<file path="src/rtl/core/cqs_pkg.sv">
// Shared types and constants for the circular queue with search.
// Holds request and status codes, the control state type and the cell control struct.
// No dependencies.
package cqs_pkg;

  localparam int WORD_W = 32;
  localparam int SLOT_W = 4;

  typedef enum logic [1:0] {
    REQ_INSERT = 2'd0,
    REQ_DELETE = 2'd1,
    REQ_SEARCH = 2'd2,
    REQ_NONE   = 2'd3
  } req_t;

  typedef enum logic [1:0] {
    ST_OK       = 2'd0,
    ST_FULL     = 2'd1,
    ST_EMPTY    = 2'd2,
    ST_NOTFOUND = 2'd3
  } status_t;

  typedef enum logic [1:0] {
    S_IDLE,
    S_EXEC,
    S_SCAN
  } state_t;

  typedef struct packed {
    logic wr_en;
    logic tok_load;
    logic tok_shift;
  } cell_ctl_t;

endpackage

</file>
<file path="src/rtl/core/circular_queue_with_search_top.sv">
// Circular queue of signed 32-bit words with insert, delete and search requests.
// Insert, delete, empty search: result registered in the execute state once the output is free.
// Other searches: the token moves one cell per cycle from the head while the output is free.
// One item is in work at a time; a new item is accepted while the previous result waits.
// Reset clears the pointers, occupancy, search tokens and output valid; slot words are not cleared.
// Depends on cqs_pkg, cqs_ctrl and cqs_cell.
module circular_queue_with_search_top
  import cqs_pkg::*;
#(
  parameter int DEPTH = 8
) (
  input  logic        clk,
  input  logic        rst,
  input  logic        s_tvalid,
  output logic        s_tready,
  input  logic [31:0] s_tdata,   // [31:0] word_in
  input  logic [1:0]  s_tuser,   // [1:0] req_type
  output logic        m_tvalid,
  input  logic        m_tready,
  output logic [39:0] m_tdata,   // [31:0] word_out, [35:32] slot_found, [39:36] zero
  output logic [1:0]  m_tuser    // [1:0] status
);

  cell_ctl_t                cell_ctl;
  logic [DEPTH-1:0]         head_oh;
  logic [DEPTH-1:0]         tail_oh;
  logic [DEPTH-1:0]         tok;
  logic [DEPTH-1:0]         hit;
  logic signed [WORD_W-1:0] rd_word [DEPTH];
  logic signed [WORD_W-1:0] key;
  logic signed [WORD_W-1:0] head_word;
  logic                     hit_any;
  status_t                  out_status;
  logic signed [WORD_W-1:0] out_word;
  logic [SLOT_W-1:0]        out_slot;

  cqs_ctrl #(
    .DEPTH(DEPTH)
  ) u_ctrl (
    .clk        (clk),
    .rst        (rst),
    .in_valid   (s_tvalid),
    .in_ready   (s_tready),
    .in_req     (req_t'(s_tuser)),
    .in_word    (s_tdata),
    .hit_any    (hit_any),
    .head_word  (head_word),
    .cell_ctl   (cell_ctl),
    .head_oh    (head_oh),
    .tail_oh    (tail_oh),
    .key        (key),
    .out_valid  (m_tvalid),
    .out_ready  (m_tready),
    .out_status (out_status),
    .out_word   (out_word),
    .out_slot   (out_slot)
  );

  for (genvar i = 0; i < DEPTH; i++) begin : g_cell
    localparam int PREV = (i + DEPTH - 1) % DEPTH;
    cqs_cell u_cell (
      .clk      (clk),
      .rst      (rst),
      .ctl      (cell_ctl),
      .wr_sel   (tail_oh[i]),
      .head_sel (head_oh[i]),
      .wr_data  (key),
      .key      (key),
      .tok_in   (tok[PREV]),
      .tok_out  (tok[i]),
      .hit      (hit[i]),
      .rd_word  (rd_word[i])
    );
  end

  always_comb begin
    head_word = '0;
    for (int i = 0; i < DEPTH; i++) begin
      head_word = head_word | rd_word[i];
    end
  end

  assign hit_any = |hit;

  assign m_tdata = {4'b0000, out_slot, out_word};
  assign m_tuser = out_status;

endmodule

</file>
<file path="src/rtl/core/cqs_cell.sv">
// One queue slot: stores a word and carries the search token to its neighbor.
// Depends on cqs_pkg for the word width and the cell control struct.
module cqs_cell
  import cqs_pkg::*;
(
  input  logic                     clk,
  input  logic                     rst,
  input  cell_ctl_t                ctl,
  input  logic                     wr_sel,
  input  logic                     head_sel,
  input  logic signed [WORD_W-1:0] wr_data,
  input  logic signed [WORD_W-1:0] key,
  input  logic                     tok_in,
  output logic                     tok_out,
  output logic                     hit,
  output logic signed [WORD_W-1:0] rd_word
);

  logic signed [WORD_W-1:0] word;
  logic                     token;
  logic                     token_next;

  always_comb begin
    token_next = token;
    if (ctl.tok_load) begin
      token_next = head_sel;
    end else if (ctl.tok_shift) begin
      token_next = tok_in;
    end
  end

  always_ff @(posedge clk) begin
    if (rst) begin
      token <= 1'b0;
    end else begin
      token <= token_next;
    end
  end

  always_ff @(posedge clk) begin
    if (ctl.wr_en && wr_sel) begin
      word <= wr_data;
    end
  end

  assign tok_out = token;
  assign hit     = token && (word == key);
  assign rd_word = head_sel ? word : '0;

endmodule

</file>
<file path="src/rtl/core/cqs_ctrl.sv">
// Queue controller: head, tail and occupancy, request sequencing and the result register.
// Depends on cqs_pkg; drives the row of cqs_cell slots through the cell control struct.
module cqs_ctrl
  import cqs_pkg::*;
#(
  parameter int DEPTH = 8
) (
  input  logic                     clk,
  input  logic                     rst,
  input  logic                     in_valid,
  output logic                     in_ready,
  input  req_t                     in_req,
  input  logic signed [WORD_W-1:0] in_word,
  input  logic                     hit_any,
  input  logic signed [WORD_W-1:0] head_word,
  output cell_ctl_t                cell_ctl,
  output logic [DEPTH-1:0]         head_oh,
  output logic [DEPTH-1:0]         tail_oh,
  output logic signed [WORD_W-1:0] key,
  output logic                     out_valid,
  input  logic                     out_ready,
  output status_t                  out_status,
  output logic signed [WORD_W-1:0] out_word,
  output logic [SLOT_W-1:0]        out_slot
);

  localparam int IW = $clog2(DEPTH);
  localparam int CW = $clog2(DEPTH + 1);

  state_t          state;
  state_t          state_next;
  req_t            req;
  logic [IW-1:0]   head;
  logic [IW-1:0]   tail;
  logic [IW-1:0]   pos;
  logic [CW-1:0]   occ;
  logic [CW-1:0]   step;
  logic            out_free;
  logic            is_full;
  logic            is_empty;
  logic            last_step;
  logic            do_insert;
  logic            do_delete;
  logic            scan_start;
  logic            scan_adv;
  logic            load_result;
  status_t         res_status;
  logic signed [WORD_W-1:0] res_word;
  logic [SLOT_W-1:0] res_slot;
  logic [IW:0]     pos_plus1;

  assign out_free  = !out_valid || out_ready;
  assign is_full   = (occ == CW'(DEPTH));
  assign is_empty  = (occ == '0);
  assign last_step = (CW'(step + CW'(1)) == occ);
  assign in_ready  = (state == S_IDLE);
  assign pos_plus1 = (IW + 1)'(pos) + (IW + 1)'(1);

  always_comb begin
    for (int i = 0; i < DEPTH; i++) begin
      head_oh[i] = (head == IW'(i));
      tail_oh[i] = (tail == IW'(i));
    end
  end

  always_comb begin
    state_next = state;
    case (state)
      S_IDLE: begin
        if (in_valid) begin
          state_next = S_EXEC;
        end
      end
      S_EXEC: begin
        case (req)
          REQ_INSERT, REQ_DELETE: begin
            if (out_free) begin
              state_next = S_IDLE;
            end
          end
          REQ_SEARCH: begin
            if (!is_empty) begin
              state_next = S_SCAN;
            end else if (out_free) begin
              state_next = S_IDLE;
            end
          end
          default: state_next = S_IDLE;
        endcase
      end
      S_SCAN: begin
        if (out_free && (hit_any || last_step)) begin
          state_next = S_IDLE;
        end
      end
      default: state_next = S_IDLE;
    endcase
  end

  always_comb begin
    do_insert   = 1'b0;
    do_delete   = 1'b0;
    scan_start  = 1'b0;
    scan_adv    = 1'b0;
    load_result = 1'b0;
    res_status  = ST_OK;
    res_word    = '0;
    res_slot    = '0;
    case (state)
      S_EXEC: begin
        case (req)
          REQ_INSERT: begin
            if (out_free) begin
              load_result = 1'b1;
              if (is_full) begin
                res_status = ST_FULL;
              end else begin
                do_insert = 1'b1;
              end
            end
          end
          REQ_DELETE: begin
            if (out_free) begin
              load_result = 1'b1;
              if (is_empty) begin
                res_status = ST_EMPTY;
              end else begin
                do_delete = 1'b1;
                res_word  = head_word;
              end
            end
          end
          REQ_SEARCH: begin
            if (!is_empty) begin
              scan_start = 1'b1;
            end else if (out_free) begin
              load_result = 1'b1;
              res_status  = ST_EMPTY;
            end
          end
          default: begin
          end
        endcase
      end
      S_SCAN: begin
        if (out_free) begin
          if (hit_any) begin
            load_result = 1'b1;
            res_slot    = SLOT_W'(pos_plus1);
          end else if (last_step) begin
            load_result = 1'b1;
            res_status  = ST_NOTFOUND;
          end else begin
            scan_adv = 1'b1;
          end
        end
      end
      default: begin
      end
    endcase
  end

  assign cell_ctl.wr_en     = do_insert;
  assign cell_ctl.tok_load  = scan_start;
  assign cell_ctl.tok_shift = scan_adv;

  always_ff @(posedge clk) begin
    if (rst) begin
      state     <= S_IDLE;
      head      <= '0;
      tail      <= '0;
      occ       <= '0;
      step      <= '0;
      pos       <= '0;
      out_valid <= 1'b0;
    end else begin
      state <= state_next;
      if (load_result) begin
        out_valid <= 1'b1;
      end else if (out_ready) begin
        out_valid <= 1'b0;
      end
      if (do_insert) begin
        tail <= (tail == IW'(DEPTH - 1)) ? '0 : IW'(tail + IW'(1));
        occ  <= CW'(occ + CW'(1));
      end
      if (do_delete) begin
        occ <= CW'(occ - CW'(1));
        if (occ == CW'(1)) begin
          head <= '0;
          tail <= '0;
        end else begin
          head <= (head == IW'(DEPTH - 1)) ? '0 : IW'(head + IW'(1));
        end
      end
      if (scan_start) begin
        step <= '0;
        pos  <= head;
      end else if (scan_adv) begin
        step <= CW'(step + CW'(1));
        pos  <= (pos == IW'(DEPTH - 1)) ? '0 : IW'(pos + IW'(1));
      end
    end
  end

  always_ff @(posedge clk) begin
    if (in_valid && in_ready) begin
      req <= in_req;
      key <= in_word;
    end
    if (load_result) begin
      out_status <= res_status;
      out_word   <= res_word;
      out_slot   <= res_slot;
    end
  end

`ifndef SYNTHESIS
  a_occ_bound: assert property (@(posedge clk) disable iff (rst)
    occ <= CW'(DEPTH))
    else $error("occupancy exceeds queue depth");

  a_empty_ptrs: assert property (@(posedge clk) disable iff (rst)
    is_empty |-> (head == '0 && tail == '0))
    else $error("pointers not at slot zero while queue is empty");

  a_scan_nonempty: assert property (@(posedge clk) disable iff (rst)
    (state == S_SCAN) |-> !is_empty)
    else $error("search scan running on an empty queue");

  a_no_overwrite: assert property (@(posedge clk) disable iff (rst)
    (out_valid && !out_ready) |=> ($stable(out_status) && $stable(out_word)
                                   && $stable(out_slot)))
    else $error("pending result overwritten");

  a_scan_bound: assert property (@(posedge clk) disable iff (rst)
    (state == S_SCAN) |-> (step < occ))
    else $error("search scan ran past the occupied entries");
`endif

endmodule
</file>
<file path="config.mk">
export PLATFORM = sky130hd
export DESIGN_NAME = circular_queue_with_search_top
export DESIGN_NICKNAME = d
export VERILOG_FILES = /design/src/rtl/core/cqs_pkg.sv /design/src/rtl/core/circular_queue_with_search_top.sv /design/src/rtl/core/cqs_cell.sv /design/src/rtl/core/cqs_ctrl.sv
export SDC_FILE = /design/constraint.sdc
export NUM_CORES = 1
export LEC_CHECK = 0
export ABC_AREA = 1
export BUFFER_PORTS_ARGS = -buffer_cell sky130_fd_sc_hd__buf_2
export CORE_UTILIZATION = 45
export DETAILED_ROUTE_END_ITERATION = 10
export PLACE_DENSITY = 0.72
export SKIP_CTS_REPAIR_TIMING = 1
export SLEW_MARGIN = 10
export SYNTH_ARGS = -nofsm -noshare
export SYNTH_HDL_FRONTEND = slang
export SYNTH_SLANG_ARGS = --single-unit
</file>
<file path="constraint.sdc">
create_clock -name clk -period 4.8 [get_ports clk]
set_input_delay 0.24 -clock clk [delete_from_list [all_inputs] [get_ports clk]]
set_output_delay 0.24 -clock clk [all_outputs]
set_load 0.05 [all_outputs]
</file>
# Yosys cells after proc, flatten, opt, wreduce, memory -nomap -nowiden
# Cells that the tools add are included.
# classes
n_reduce_logical	35
n_eq_ne	32
muxes	75
n_addsub	7
bitwise	10
# ops
operator	n
32-bit == test	8
32-bit 2-to-1 mux	8
32-bit bitwise OR	7
1-bit 2-to-1 mux	38
3-bit == test, second input constant	9
3-bit 2-to-1 mux	9
2-bit 2-to-1 mux	12
1-bit logical AND	18
3-bit by 2-bit == test with 1-bit output, second input constant	4
2-bit one-hot mux with 3 select lines	2
3-bit by 1-bit adder with 3-bit output, second input constant	3
4-bit by 1-bit adder with 4-bit output, second input constant	2
4-bit 2-to-1 mux	2
2-bit one-hot mux with 2 select lines	2
8-bit OR reduction	1
3-bit by 1-bit == test with 1-bit output, second input constant	2
3-bit zero test	2
2-bit nonzero test	3
3-bit by 1-bit adder with 4-bit output, second input constant	1
2-bit by 1-bit == test with 1-bit output, second input constant	2
2-bit == test, second input constant	2
4-bit by 1-bit == test with 1-bit output, second input constant	1
4-bit == test	1
4-bit == test, second input constant	1
other kinds (13)	19
# word_totals
output_inout_bits	44
inputBits	38
word_cells	187
ff_bits	356

# Longest topological paths before layout
# depth
depth_word	9
depth_mapped	19

# By module
# A second synthesis with hierarchy kept.
# hier_totals
cells_unflattened	2874
hier_area_um2	20913.8
# by_module_without_submodules
module	instances	area_each_um2	seq_area_each_um2	cells_per_inst
cqs_cell	8	1863.0	980.9	248
cqs_ctrl	1	4117.7	2562.5	390
circular_queue_with_search_top	1	1891.8	0.0	500

# Worst setup path before layout
# Ideal clock, no wire load.
# synth_timing
path_kind	reg2reg
start	reg u_ctrl.occ[0]
end	reg g_cell[4].u_cell.word[0] (enable)
stages_incl_launch_ff	8
setup_ns	0.461
arrival_time_ns	3.709
path_slack_ns	0.630
path_buffers	0
period_less_slack_ns	4.170
path_cell_list	dfxtp_1 > inv_1 > ha_1 > inv_1 > nor3_1 > nor2_1 > clkinv_1 > nor3_1
# synth_via
elab_chain_len	6
# synth_lines
item	line_no	source
start: declaration	cqs_ctrl.sv:36	logic [CW-1:0] occ;
start signal: assignment	cqs_ctrl.sv:185	occ <= CW'(occ + CW'(1));
start signal: assignment	cqs_ctrl.sv:188	occ <= CW'(occ - CW'(1));
4-bit == test	cqs_ctrl.sv:53	assign is_full = (occ == CW'(DEPTH));
1-bit 2-to-1 mux	cqs_ctrl.sv:115	if (is_full) begin
1-bit 2-to-1 mux	cqs_ctrl.sv:113	if (out_free) begin
1-bit 2-to-1 mux	cqs_ctrl.sv:111	case (req)
1-bit 2-to-1 mux	cqs_ctrl.sv:109	case (state)
1-bit logical AND	cqs_cell.sv:41	if (ctl.wr_en && wr_sel) begin
end signal: assignment	cqs_cell.sv:42	word <= wr_data;
end: declaration	cqs_cell.sv:19	logic signed [WORD_W-1:0] word;
# Every way passes these cells.
# A chain may end at the register's enable or synchronous reset.

# Final worst setup path
# layout_timing
start	reg u_ctrl.key[31]
end	reg u_ctrl.out_word[28] (enable)
# layout_via
elab_chain_len	6
# layout_lines
item	line_no	source
start: declaration	cqs_ctrl.sv:19	output logic signed [WORD_W-1:0] key,
start signal: assignment	cqs_ctrl.sv:209	key <= in_word;
32-bit == test	cqs_cell.sv:47	assign hit = token && (word == key);
1-bit logical AND	cqs_cell.sv:47	
8-bit OR reduction *	circular_queue_with_search_top.sv:83	assign hit_any = |hit;
1-bit 2-to-1 mux *	cqs_ctrl.sv:147	if (hit_any) begin
1-bit 2-to-1 mux *	cqs_ctrl.sv:146	if (out_free) begin
1-bit one-hot mux with 2 select lines *	cqs_ctrl.sv:109	
via u_ctrl.load_result	cqs_ctrl.sv:46	logic load_result;
end signal: assignment	cqs_ctrl.sv:213	out_word <= res_word;
end: declaration	cqs_ctrl.sv:23	output logic signed [WORD_W-1:0] out_word,
# Mark *: on every way through the listed nets, which the timed path passes. The rest lies on a longest branch.

==> impl_metrics.json <==
{
  "overflow": 0,
  "drive_gt1_share_pct": 10.43,
  "leakagePower_uw": 0.009363,
  "yosysWarnings": 0,
  "crit_chain": "inv_2 > nand2_1 > nand2_1 > nor2_1 > nand2_1 > nor2_1 > nand3_1 > nor2_1 > nor2_1 > nand2_1 > nor2_2 > nor2_1 > o21ai_1 > inv_2 > buf_4",
  "worstPathRequired_ps": 5010,
  "worst_pin_slew_ps": 1009,
  "rsz0062_at_grt": "no",
  "clock_tree.buffer_depth": 3,
  "crit_arrival_ps": 4020,
  "vias": 18497,
  "crit_family": "simple AND/OR/NAND/NOR gates",
  "slew_headroom_pct": 32.62,
  "grt_use_total_pct": 45.07,
  "grt_pass1_wl_um": 134400,
  "synth_area_um2": 19630,
  "clock_skew_ps": 28.68,
  "start_kind": "flip-flop",
  "io_buffers": 77,
  "drt_iter0_markers": 3158,
  "powerDensity_nw_per_um2": 419.9,
  "num_io_pins": 82,
  "wl_per_cell_um": 33.18,
  "timing.final.crit_share_pct": 79.29,
  "synth_area_per_cell_um2": 8.544,
  "die_y_um": 210.8,
  "path_common_cell": "nor2_1",
  "fin_tns_setup_ps": 0,
  "fin_crit_ps": 3806,
  "routed_wirelength_um": 100900,
  "hold_viol": 0,
  "seq_area_frac_synth_pct": 53.04,
  "crit_start": "u_ctrl.key[31]",
  "ant_nets": 0,
  "drt_first_pass_iters": 6,
  "cp_slowest_cell": "edfxtp_1",
  "outcome": "finished, final reports clean",
  "slew_viol_final": 0,
  "num_rows": 76,
  "synthArstFlopShare_pct": 0,
  "cts_buffers": 40,
  "drv_cap": 0,
  "total_power_uw": 9409,
  "vias_per_cell": 6.081,
  "path_buf_inv": 3,
  "core_area_um2": 43080,
  "syn_inst": 2297,
  "cts_max_level": 2,
  "critical_path_peak_fanout": 22,
  "dp_hpwl_um": 76650,
  "setup_viol": 0,
  "fmax_mhz": 262.7,
  "min-delay-start": "s_tvalid",
  "cts-root-buf": "clkbuf_16",
  "start_util_pct": 45.56,
  "ys_ff_latch": 356,
  "path_clk_slew_ps": 60,
  "clk_latency_ps": 580,
  "cts_sinks": 356,
  "grt_max_degree": 42,
  "critPathMaxStageDelay_ps": 860,
  "worstReg2RegStart": "u_ctrl.key[31]",
  "antenna_found_initial": 10,
  "synth_edf_count": 328,
  "holdWs_ps": 64.71,
  "nets": 2489,
  "ys_types": 57,
  "synth_ff_type": "edfxtp_1",
  "areaGrowthSynthToFinish_pct": 14.18,
  "grt_pass1_vias": 16870,
  "gp_congestion": 1.095,
  "cts_tree": "built",
  "end_kind": "flip-flop",
  "timing_worst_setup_path_type": "reg -> reg",
  "drc": 0,
  "peakVddDrop_v": 0.0004881,
  "die_w_um": 210.8,
  "fillers": 4033,
  "dieArea_um2": 44450,
  "hp-class": "in -> reg"
}
==> cells by family after synthesis <==
kind of cell / Yosys count / share of synthesized area (%)
AO/OA/AOI/OAI: 300 / 9.404
XOR/XNOR: 82 / 3.660
adder cells (fa/ha/maj): 25 / 1.594
buffers and inverters: 364 / 7.874
flip-flops: 356 / 53.04
other: 1 / 0.01911
AND/OR/NAND/NOR: 1169 / 24.41
==> state kept, by name, indices dropped and copies added, names as in the netlist <==
name                   cells
g_cell.u_cell.tok_out      8
g_cell.u_cell.word       256
u_ctrl.head                3
u_ctrl.key                32
u_ctrl.occ                 4
u_ctrl.out_slot            4
u_ctrl.out_status          2
u_ctrl.out_valid           1
u_ctrl.out_word           32
u_ctrl.pos                 3
u_ctrl.req                 2
u_ctrl.state               2
u_ctrl.step                4
u_ctrl.tail                3
==> final timing paths <==
| kind | to | slack (ps) | cells past startpoint |
|---|---|---|---|
| worst min-delay path | u_ctrl.state[0] | 60 | 4 |
| worst min register to register | u_ctrl.step[3] | 530 | 2 |
| worst max-delay path | u_ctrl.out_word[28] | 990 | 15 |
| worst max register to register | u_ctrl.out_word[28] | 990 | 15 |
==> worst register-to-register path: cells and delay by family (launching register included) <==
family,cells,cell delay [ps]
buf+inv,3,760
flops,1,860
simple gates,11,1640
compound gates,1,150
==> cells in the final DEF, fill, tap and decap left out, drive strengths merged, types with 3 or more instances in the layout <==
cell type    instances
a211oi              11
a21boi               3
a21oi               51
a221oi              27
a31oi               14
a41oi               13
and2                 3
and3                 4
buf                123
bufinv               7
clkbuf              48
clkinv              16
conb                 4
dfxtp               28
dlygate4sd3         35
edfxtp             328
ha                  25
inv                288
nand2              727
nand3               69
nand3b               6
nand4               33
nor2               283
nor3                22
nor3b                5
o2111ai              7
o211ai               8
o21ai              122
o221ai               3
o22ai               35
or2                 13
xnor2               47
xor2                35
==> cell type report <==
type                       instances  area, µm²  area share (%)
antenna                            2      5.005         0.02234
timing repair buffer             158       1081           4.824
sequential                       356      10410           46.46
tap                              585      732.0           3.267
inverter                         290       1101           4.914
clock inverter                    23      297.8           1.329
multi-input combinational       1580       7729           34.49
clock buffer                      48       1052           4.696
==> stage by stage <==
step                util [%]  instances  setup slack [ps]  instance area [µm²]
global route           52.01       3040             977.6                22400
detailed placement     48.06       2934              1186                20700
floorplan                  -       2300             629.6                19640
finish                 52.02       3042             994.1                22410
CTS                    51.19       3005              1165                22050
global placement       48.06       2934              1193                20700
==> Yosys cell counts (3+ instances only) <==
master | instances | area, µm²
a211oi_1 | 11 | 82.58
a21oi_1 | 51 | 255.2
nand2_1 | 719 | 2699
inv_4 | 5 | 31.28
o211ai_1 | 8 | 60.06
inv_1 | 257 | 964.7
xnor2_1 | 47 | 411.6
or2_2 | 3 | 18.77
ha_1 | 25 | 312.8
nand4_1 | 32 | 200.2
a21boi_0 | 3 | 22.52
dfxtp_1 | 28 | 560.5
a221oi_1 | 27 | 236.5
nor2_4 | 3 | 33.78
nand3_1 | 59 | 295.3
nor2_1 | 279 | 1047
clkbuf_1 | 23 | 86.33
nand2_2 | 8 | 50.05
o221ai_1 | 3 | 26.28
buf_2 | 22 | 110.1
nand3_2 | 10 | 100.1
a41oi_1 | 13 | 113.9
nor3_1 | 22 | 110.1
inv_2 | 26 | 97.59
and3_1 | 4 | 25.02
nor3b_1 | 5 | 37.54
or2_1 | 7 | 43.79
buf_4 | 20 | 150.1
a31oi_1 | 14 | 87.58
nand3b_1 | 6 | 45.04
o21ai_1 | 29 | 145.1
xor2_1 | 35 | 306.5
o2111ai_1 | 7 | 61.31
buf_6 | 7 | 78.83
o22ai_1 | 34 | 212.7
o21ai_2 | 3 | 26.28
o21ai_0 | 90 | 450.4
edfxtp_1 | 328 | 9849
==> layer usage <==
layer  wire, µm  up-vias  GRT usage [%]
li1           -     7840              -
met1      38490     8882          60.11
met2      43160     1461          68.08
met3      12780      306          11.66
met4       6438        8          22.16
met5         48        -              0
==> power by group <==
| part | total (µW) | leakage [µW] | internal [µW] | switching, µW |
|---|---|---|---|---|
| Combinational | 2180 | 0.00546 | 528 | 1650 |
| Clock | 3260 | 0.000659 | 1940 | 1310 |
| Sequential | 3970 | 0.00324 | 3670 | 304 |
No activity file was read; power rests on OpenSTA's default activity.
